`config.mk`:
```
export PLATFORM = sky130hd
export DESIGN_NAME = image_2x_midpoint_upscale_unit_flat
export DESIGN_NICKNAME = d
export VERILOG_FILES = /design/src/rtl/core/img2x_pkg.sv /design/src/rtl/core/img2x_if.sv /design/src/rtl/core/img2x_front.sv /design/src/rtl/core/img2x_queue.sv /design/src/rtl/core/img2x_back.sv /design/src/rtl/core/image_2x_midpoint_upscale_unit.sv /design/src/flat_wrapper.sv
export SDC_FILE = /design/constraint.sdc
export NUM_CORES = 1
export LEC_CHECK = 0
export BUFFER_PORTS_ARGS = -buffer_cell sky130_fd_sc_hd__clkbuf_2
export CAP_MARGIN = 5
export CORE_MARGIN = 4
export CORE_UTILIZATION = 45
export CTS_CLUSTER_SIZE = 24
export DETAILED_ROUTE_END_ITERATION = 6
export HOLD_SLACK_MARGIN = 0.06
export SYNTH_ARGS = -nofsm -noshare
export SYNTH_HDL_FRONTEND = slang
export SYNTH_SLANG_ARGS = --single-unit
```
`constraint.sdc`:
```
create_clock -name clk_i -period 4.3 [get_ports clk_i]
set_input_delay 0.86 -clock clk_i [delete_from_list [all_inputs] [get_ports clk_i]]
set_output_delay 0.86 -clock clk_i [all_outputs]
set_load 0.01 [all_outputs]
```
`src/rtl/core/img2x_pkg.sv`:
```
// Package with the types, constants and helpers of the 2x midpoint upscaler.
`default_nettype none

package img2x_pkg;

  localparam int unsigned SrcSide = 8;
  localparam int unsigned PixW    = 11;
  localparam int unsigned CoordW  = 4;
  localparam int unsigned IdxW    = (SrcSide > 1) ? $clog2(SrcSide) : 1;

  typedef logic [PixW-1:0]   pix_t;
  typedef logic [IdxW-1:0]   idx_t;
  typedef logic [CoordW-1:0] coord_t;

  // One classified source pixel with every value it can produce.
  typedef struct packed {
    idx_t row;
    idx_t col;
    pix_t center;
    pix_t vert;
    pix_t horiz;
    pix_t orig;
  } desc_t;

  typedef enum logic [3:0] {
    StepCenter = 4'b0001,
    StepVert   = 4'b0010,
    StepHoriz  = 4'b0100,
    StepOrig   = 4'b1000
  } step_e;

  function automatic pix_t mean2(pix_t a, pix_t b);
    logic [PixW:0] sum;
    sum = {1'b0, a} + {1'b0, b};
    return sum[PixW:1];
  endfunction

endpackage

`default_nettype wire

```
`src/rtl/core/img2x_if.sv`:
```
// Handshake interfaces for the source pixel channel and the result channel.
`default_nettype none

interface img2x_pix_if;
  logic              valid;
  logic              ready;
  img2x_pkg::pix_t   pixel_value;

  modport source (output valid, output pixel_value, input ready);
  modport sink   (input valid, input pixel_value, output ready);
endinterface

interface img2x_res_if;
  logic              valid;
  logic              ready;
  img2x_pkg::coord_t out_row;
  img2x_pkg::coord_t out_col;
  img2x_pkg::pix_t   out_value;
  logic              run_last;

  modport source (output valid, output out_row, output out_col, output out_value,
                  output run_last, input ready);
  modport sink   (input valid, input out_row, input out_col, input out_value,
                  input run_last, output ready);
endinterface

`default_nettype wire

```
`src/rtl/core/img2x_front.sv`:
```
// Front end: accepts source pixels, tracks the raster position and forms all means.
`default_nettype none

module img2x_front (
  input  wire logic             clk_i,
  input  wire logic             rst_ni,
  img2x_pix_if.sink             in_if,
  input  wire logic             full_i,
  output logic                  push_o,
  output img2x_pkg::desc_t      desc_o
);

  img2x_pkg::idx_t row_q, row_d;
  img2x_pkg::idx_t col_q, col_d;
  img2x_pkg::pix_t line_q [img2x_pkg::SrcSide];
  img2x_pkg::pix_t above_q;
  img2x_pkg::pix_t left_q;
  img2x_pkg::pix_t upleft_q;
  img2x_pkg::pix_t hbelow;
  logic            accept;
  logic            col_last;
  logic            row_last;

  assign in_if.ready = !full_i;
  assign accept      = in_if.valid && !full_i;
  assign push_o      = accept;

  assign col_last = (col_q == img2x_pkg::IdxW'(img2x_pkg::SrcSide - 1));
  assign row_last = (row_q == img2x_pkg::IdxW'(img2x_pkg::SrcSide - 1));

  always_comb begin
    col_d = col_q;
    row_d = row_q;
    if (accept) begin
      if (col_last) begin
        col_d = '0;
        row_d = row_last ? '0 : row_q + 1'b1;
      end else begin
        col_d = col_q + 1'b1;
      end
    end
  end

  // The entry for the next position is read into a register ahead of time, so it is ready at the transfer.
  always_ff @(posedge clk_i) begin
    if (accept) begin
      line_q[col_q] <= in_if.pixel_value;
    end
    above_q <= line_q[col_d];
  end

  always_ff @(posedge clk_i or negedge rst_ni) begin
    if (!rst_ni) begin
      row_q    <= '0;
      col_q    <= '0;
      left_q   <= '0;
      upleft_q <= '0;
    end else begin
      row_q <= row_d;
      col_q <= col_d;
      if (accept) begin
        left_q   <= in_if.pixel_value;
        upleft_q <= above_q;
      end
    end
  end

  assign hbelow = img2x_pkg::mean2(left_q, in_if.pixel_value);

  always_comb begin
    desc_o.row    = row_q;
    desc_o.col    = col_q;
    desc_o.orig   = in_if.pixel_value;
    desc_o.horiz  = hbelow;
    desc_o.vert   = img2x_pkg::mean2(above_q, in_if.pixel_value);
    desc_o.center = img2x_pkg::mean2(img2x_pkg::mean2(upleft_q, above_q), hbelow);
  end

endmodule

`default_nettype wire

```
`src/rtl/core/img2x_queue.sv`:
```
// Two-entry queue of classified pixels between the front end and the back end.
`default_nettype none

module img2x_queue (
  input  wire logic              clk_i,
  input  wire logic              rst_ni,
  input  wire logic              push_i,
  input  wire img2x_pkg::desc_t  desc_i,
  output logic                   full_o,
  output logic                   valid_o,
  input  wire logic              pop_i,
  output img2x_pkg::desc_t       desc_o
);

  img2x_pkg::desc_t mem_q [2];
  logic             wr_q;
  logic             rd_q;
  logic [1:0]       cnt_q;
  logic             do_push;
  logic             do_pop;

  assign full_o  = (cnt_q == 2'd2);
  assign valid_o = (cnt_q != 2'd0);
  assign do_push = push_i && !full_o;
  assign do_pop  = pop_i && valid_o;
  assign desc_o  = mem_q[rd_q];

  always_ff @(posedge clk_i) begin
    if (do_push) begin
      mem_q[wr_q] <= desc_i;
    end
  end

  always_ff @(posedge clk_i or negedge rst_ni) begin
    if (!rst_ni) begin
      wr_q  <= 1'b0;
      rd_q  <= 1'b0;
      cnt_q <= 2'd0;
    end else begin
      if (do_push) begin
        wr_q <= !wr_q;
      end
      if (do_pop) begin
        rd_q <= !rd_q;
      end
      cnt_q <= cnt_q + {1'b0, do_push} - {1'b0, do_pop};
    end
  end

endmodule

`default_nettype wire

```
`src/rtl/core/img2x_back.sv`:
```
// Back end: walks the results of each queued pixel and drives the output register.
`default_nettype none

module img2x_back (
  input  wire logic              clk_i,
  input  wire logic              rst_ni,
  input  wire logic              valid_i,
  input  wire img2x_pkg::desc_t  desc_i,
  output logic                   pop_o,
  img2x_res_if.source            out_if
);

  img2x_pkg::step_e       step_q, step_d;
  img2x_pkg::step_e       sel;
  logic                   ovalid_q;
  img2x_pkg::coord_t      row_q, col_q;
  img2x_pkg::pix_t        value_q;
  logic                   last_q;
  logic                   load;
  logic                   r_pos;
  logic                   c_pos;
  logic [img2x_pkg::IdxW:0] row2, col2;
  img2x_pkg::coord_t      row_even, row_odd, col_even, col_odd;
  img2x_pkg::coord_t      row_sel, col_sel;
  img2x_pkg::pix_t        value_sel;

  assign r_pos = (desc_i.row != '0);
  assign c_pos = (desc_i.col != '0);

  always_comb begin
    case (step_q)
      img2x_pkg::StepCenter: begin
        if (r_pos && c_pos) sel = img2x_pkg::StepCenter;
        else if (r_pos)     sel = img2x_pkg::StepVert;
        else if (c_pos)     sel = img2x_pkg::StepHoriz;
        else                sel = img2x_pkg::StepOrig;
      end
      img2x_pkg::StepVert: begin
        if (r_pos)          sel = img2x_pkg::StepVert;
        else if (c_pos)     sel = img2x_pkg::StepHoriz;
        else                sel = img2x_pkg::StepOrig;
      end
      img2x_pkg::StepHoriz: begin
        sel = c_pos ? img2x_pkg::StepHoriz : img2x_pkg::StepOrig;
      end
      default: begin
        sel = img2x_pkg::StepOrig;
      end
    endcase
  end

  assign row2     = {desc_i.row, 1'b0};
  assign col2     = {desc_i.col, 1'b0};
  assign row_even = img2x_pkg::CoordW'(row2);
  assign col_even = img2x_pkg::CoordW'(col2);
  assign row_odd  = img2x_pkg::CoordW'(row2 - (img2x_pkg::IdxW + 1)'(1));
  assign col_odd  = img2x_pkg::CoordW'(col2 - (img2x_pkg::IdxW + 1)'(1));

  always_comb begin
    case (sel)
      img2x_pkg::StepCenter: begin
        row_sel   = row_odd;
        col_sel   = col_odd;
        value_sel = desc_i.center;
        step_d    = img2x_pkg::StepVert;
      end
      img2x_pkg::StepVert: begin
        row_sel   = row_odd;
        col_sel   = col_even;
        value_sel = desc_i.vert;
        step_d    = img2x_pkg::StepHoriz;
      end
      img2x_pkg::StepHoriz: begin
        row_sel   = row_even;
        col_sel   = col_odd;
        value_sel = desc_i.horiz;
        step_d    = img2x_pkg::StepOrig;
      end
      default: begin
        row_sel   = row_even;
        col_sel   = col_even;
        value_sel = desc_i.orig;
        step_d    = img2x_pkg::StepCenter;
      end
    endcase
  end

  assign load  = valid_i && (!ovalid_q || out_if.ready);
  assign pop_o = load && (sel == img2x_pkg::StepOrig);

  always_ff @(posedge clk_i or negedge rst_ni) begin
    if (!rst_ni) begin
      step_q   <= img2x_pkg::StepCenter;
      ovalid_q <= 1'b0;
    end else begin
      if (load) begin
        step_q   <= step_d;
        ovalid_q <= 1'b1;
      end else if (out_if.ready) begin
        ovalid_q <= 1'b0;
      end
    end
  end

  always_ff @(posedge clk_i) begin
    if (load) begin
      row_q   <= row_sel;
      col_q   <= col_sel;
      value_q <= value_sel;
      last_q  <= (sel == img2x_pkg::StepOrig);
    end
  end

  assign out_if.valid     = ovalid_q;
  assign out_if.out_row   = row_q;
  assign out_if.out_col   = col_q;
  assign out_if.out_value = value_q;
  assign out_if.run_last  = last_q;

endmodule

`default_nettype wire

```
`src/rtl/core/image_2x_midpoint_upscale_unit.sv`:
```
// Top level of the 2x midpoint upscaler.
// Source pixels of a square frame arrive in raster order and each leaves one to four
// tagged pixels of the upscaled frame: one for the first pixel of the frame, two along
// the first row and column, four elsewhere. The back end gives one result per cycle
// through its output register unless the queue is empty or the output stalls, so an
// interior pixel takes four result transfers; a two-entry queue lets the input keep
// taking pixels while results drain. A result passes a queue entry and the output
// register before it is offered. The previous-row store needs no reset clearing.
`default_nettype none

module image_2x_midpoint_upscale_unit (
  input  wire logic    clk_i,
  input  wire logic    rst_ni,
  img2x_pix_if.sink    in_if,
  img2x_res_if.source  out_if
);

  img2x_pkg::desc_t front_desc;
  img2x_pkg::desc_t queue_desc;
  logic             push;
  logic             full;
  logic             queue_valid;
  logic             pop;

  img2x_front u_front (
    .clk_i  (clk_i),
    .rst_ni (rst_ni),
    .in_if  (in_if),
    .full_i (full),
    .push_o (push),
    .desc_o (front_desc)
  );

  img2x_queue u_queue (
    .clk_i   (clk_i),
    .rst_ni  (rst_ni),
    .push_i  (push),
    .desc_i  (front_desc),
    .full_o  (full),
    .valid_o (queue_valid),
    .pop_i   (pop),
    .desc_o  (queue_desc)
  );

  img2x_back u_back (
    .clk_i   (clk_i),
    .rst_ni  (rst_ni),
    .valid_i (queue_valid),
    .desc_i  (queue_desc),
    .pop_o   (pop),
    .out_if  (out_if)
  );

endmodule

`default_nettype wire

```
`src/flat_wrapper.sv`:
```
// flat-port wrapper written by rule: the top's interface ports become plain ports
module image_2x_midpoint_upscale_unit_flat 
  (clk_i, rst_ni, in_if_valid, in_if_pixel_value, in_if_ready, out_if_valid, out_if_out_row, out_if_out_col, out_if_out_value, out_if_run_last, out_if_ready);
  img2x_pix_if in_if_i ();
  img2x_res_if out_if_i ();
  input  wire logic clk_i;
  input  wire logic rst_ni;
  input wire logic [$bits(in_if_i.valid)-1:0] in_if_valid;
  input wire logic [$bits(in_if_i.pixel_value)-1:0] in_if_pixel_value;
  output wire logic [$bits(in_if_i.ready)-1:0] in_if_ready;
  output wire logic [$bits(out_if_i.valid)-1:0] out_if_valid;
  output wire logic [$bits(out_if_i.out_row)-1:0] out_if_out_row;
  output wire logic [$bits(out_if_i.out_col)-1:0] out_if_out_col;
  output wire logic [$bits(out_if_i.out_value)-1:0] out_if_out_value;
  output wire logic [$bits(out_if_i.run_last)-1:0] out_if_run_last;
  input wire logic [$bits(out_if_i.ready)-1:0] out_if_ready;
  assign in_if_i.valid = in_if_valid;
  assign in_if_i.pixel_value = in_if_pixel_value;
  assign in_if_ready = in_if_i.ready;
  assign out_if_valid = out_if_i.valid;
  assign out_if_out_row = out_if_i.out_row;
  assign out_if_out_col = out_if_i.out_col;
  assign out_if_out_value = out_if_i.out_value;
  assign out_if_run_last = out_if_i.run_last;
  assign out_if_i.ready = out_if_ready;
  image_2x_midpoint_upscale_unit u_core (.clk_i(clk_i), .rst_ni(rst_ni), .in_if(in_if_i), .out_if(out_if_i));
endmodule
```
==> metrics.txt <==
result of the run finished, final reports clean; Reg2Reg Launch Point u_core.u_front.upleft_q[0]; start point of the critical path u_core.u_front.upleft_q[0]; total routed wirelength 23.4 mm; maximum capacitance violations 0; cell type contributing the most total cell area after synthesis sky130_fd_sc_hd__edfxtp_1; DR iter-0 viols 396; post-synth top area share 53.8%; clock sinks 256; TritonCTS clock tree built; average footprint of a synthesized cell 14.3 um^2; Placed Cells 1180; total number of yosys warnings 0; count of final setup violators 0; wire length per cell after detailed routing 19.0 um; die area 28400 um^2; post-synthesis cell type count 56; most common library cell in the layout ignoring fill and taps sky130_fd_sc_hd__edfxtp_1; Synth Cell Area 11600 um^2; via count normalized by instance count 5.28; fin nets 949; wire length of the first global-routing pass 36.5 mm; HPWL after DPL 15.9 mm; number of standard cells in the final layout excluding fillers 1232; Tightest Hold Check Type register to register; Seq/Total Area, Yosys 63.7%; count of buffers inserted at the top-level ports 36; maximum number of pins on one net before global-route repair 46; worst skew pair latency 0.53 ns; endpoint class of the critical path register; main flop type after synthesis sky130_fd_sc_hd__edfxtp_1; initial core utilization 46.0%; number of H-tree branching levels 1; count of hold-fix buffers inserted at cts 0; post-route DRC violation count 0; TritonCTS buffer count 28; final weighted congestion in routability-driven placement 0.811; post-cts gate resize count 0; # diodes 0; fraction of layout cells with a size suffix above 1 15.4%; Crit path max-delay family compound AO/OA/AOI/OAI gates; Max Clk Rate 276 MHz; multi-input gate area in the final layout 3990 um^2; cell with the most instances on the worst path sky130_fd_sc_hd__a21oi_1; Syn-to-layout area delta 14.7%; post-route antenna net violation count 0; Worst Tran Pin Value 1.13 ns; period utilisation layout 84.3%; final hold viol count 0; crit path buf inv count 0; sequential standard cell area 7390 um^2; cell at the root of the clock tree sky130_fd_sc_hd__clkbuf_16; count of mapped cells out of synthesis 814; Fin Setup TNS 0 ns; GRT Util Overall 16.3%; required time worst endpoint 4.57 ns; Critical Path Start Type register; Slowest cell on crit path sky130_fd_sc_hd__o311ai_0; post-route minimum period 3.63 ns; grt ovf 0; commonest cells after routing, fill and taps aside sky130_fd_sc_hd__edfxtp_1 (208), sky130_fd_sc_hd__mux2i_1 (119), sky130_fd_sc_hd__nand2_1 (80); Worst Path Arrival 3.89 ns; via total after detailed routing 6502; Layout fillers 2130; first drt pass iteration count 4; critical path class register to register; antenna violations before repair 0; row cnt 58; post-route clock skew 0.0114 ns; Clk pin slew, worst setup/hold paths 0.06 ns; flip-flop and latch count after synthesis 256; setup repair after global routing missed its margin false; placeable core region 25300 um^2; Async SR Flop Fraction 14.5%; worst slew margin relative to its limit 24.1%; Hold Startpoint u_core.u_front.above_q[3]; Syn Nets 883; IO Pins 37; Post-CTS Setup Inserts 0; dominant cells by area after synthesis sky130_fd_sc_hd__edfxtp_1 (54%), sky130_fd_sc_hd__mux2i_1 (10%), sky130_fd_sc_hd__dfrtp_1 (7.8%); via count of the first global-routing pass 6789; peak per-stage delay on the critical path 0.49 ns; ordered list of cells on the worst path and2_1 -> fa_1 -> a21oi_1 -> o211ai_1 -> o21ai_0 -> nand2b_1 -> a21oi_1 -> xnor2_1 -> ha_1 -> or3_1 -> o21ai_0 -> a21oi_1 -> o311ai_0; x dimension of the die 169 um; Max Slew Vio Count 0; number of enable flip-flop cells after synthesis 208; maximum fanout along the worst path 4; worst-case hold slack 0.471 ns; Die Ht 169 um; buffer levels on the longest clock path 3
metal layers:
layer  wire [um]  up-vias  track usage (%)
met5           0        -                0
met2       11600      108             28.5
li1            -     3179                -
met1       10400     3187             21.7
met3        1050       28             2.24
met4         423        0             3.74
synthesized netlist by cell type, types with 5 or more instances:
master / n
sky130_fd_sc_hd__a21o_1: 7
sky130_fd_sc_hd__a21oi_1: 21
sky130_fd_sc_hd__a31o_2: 6
sky130_fd_sc_hd__and2_1: 6
sky130_fd_sc_hd__buf_6: 7
sky130_fd_sc_hd__clkbuf_1: 12
sky130_fd_sc_hd__dfrtp_1: 36
sky130_fd_sc_hd__dfxtp_1: 11
sky130_fd_sc_hd__edfxtp_1: 208
sky130_fd_sc_hd__ha_1: 50
sky130_fd_sc_hd__inv_1: 25
sky130_fd_sc_hd__mux2_2: 14
sky130_fd_sc_hd__mux2i_1: 120
sky130_fd_sc_hd__nand2_1: 80
sky130_fd_sc_hd__nand2b_1: 10
sky130_fd_sc_hd__nand3_1: 13
sky130_fd_sc_hd__nor2_1: 21
sky130_fd_sc_hd__nor2b_1: 11
sky130_fd_sc_hd__nor3_1: 15
sky130_fd_sc_hd__o21a_1: 5
sky130_fd_sc_hd__o21ai_0: 27
sky130_fd_sc_hd__o221ai_1: 12
sky130_fd_sc_hd__o22a_1: 11
sky130_fd_sc_hd__xnor2_1: 26
sky130_fd_sc_hd__xor2_1: 13
layout make-up:
type / instances / area share (%)
clock buffers: 40 / 6.21
well taps: 330 / 3.10
clock inverters: 12 / 1.66
repair buffers: 61 / 2.76
flip-flops and latches: 256 / 55.5
multi-input cells: 506 / 30.0
inverters: 27 / 0.770
worst reg2reg max path, stage by stage, from the launching register on:
cell,delay (ns)
sky130_fd_sc_hd__dfrtp_1,0.38
sky130_fd_sc_hd__and2_1,0.17
sky130_fd_sc_hd__fa_1,0.40
sky130_fd_sc_hd__a21oi_1,0.27
sky130_fd_sc_hd__o211ai_1,0.22
sky130_fd_sc_hd__o21ai_0,0.23
sky130_fd_sc_hd__nand2b_1,0.08
sky130_fd_sc_hd__a21oi_1,0.17
sky130_fd_sc_hd__xnor2_1,0.12
sky130_fd_sc_hd__ha_1,0.24
sky130_fd_sc_hd__or3_1,0.38
sky130_fd_sc_hd__o21ai_0,0.12
sky130_fd_sc_hd__a21oi_1,0.11
sky130_fd_sc_hd__o311ai_0,0.49
stage by stage:
step	setup WS, ns	instance area [um^2]	util [%]
floorplan	0.119	11600	-
global placement	0.334	12300	48.6
detailed placement	0.235	12300	48.6
CTS	0.738	13300	52.7
global route	0.510	13300	52.7
finish	0.674	13300	52.7
path summary, 6_finish.rpt:
| path | slack [ns] | to | cells past startpoint |
|---|---|---|---|
| max in group asynchronous | 3.12 | u_core.u_queue.rd_q | 1 |
| setup reg to reg | 0.67 | u_core.u_queue.mem_q[1][42] | 13 |
| setup / recovery | 0.67 | u_core.u_queue.mem_q[1][42] | 13 |
| min in group asynchronous | 0.50 | u_core.u_back.step_q[2] | 1 |
| hold / removal | 0.47 | u_core.u_front.upleft_q[3] | 2 |
| hold reg to reg | 0.47 | u_core.u_front.upleft_q[3] | 2 |
state kept, by name, indices dropped and copies added (netlist names):
name and flops:
u_core.u_back.out_if.out_col 4, u_core.u_back.out_if.out_row 4, u_core.u_back.out_if.out_value 11, u_core.u_back.out_if.run_last 1, u_core.u_back.out_if.valid 1, u_core.u_back.step_q 4
u_core.u_front.above_q 11, u_core.u_front.col_q 3, u_core.u_front.left_q 11, u_core.u_front.line_q 88, u_core.u_front.row_q 3, u_core.u_front.upleft_q 11
u_core.u_queue.cnt_q 2, u_core.u_queue.mem_q 100, u_core.u_queue.rd_q 1, u_core.u_queue.wr_q 1
logic make-up after synthesis:
kind of cell / synth area share, %
AO/OA/AOI/OAI: 6.75
XOR/XNOR: 2.94
adder cells (fa/ha/maj): 6.08
buffers and inverters: 2.20
flip-flops: 63.7
multiplexers: 11.8
AND/OR/NAND/NOR: 6.51
Power is not shown: default switching activity piles up to over one toggle a cycle in this logic, so the estimate is an artifact.
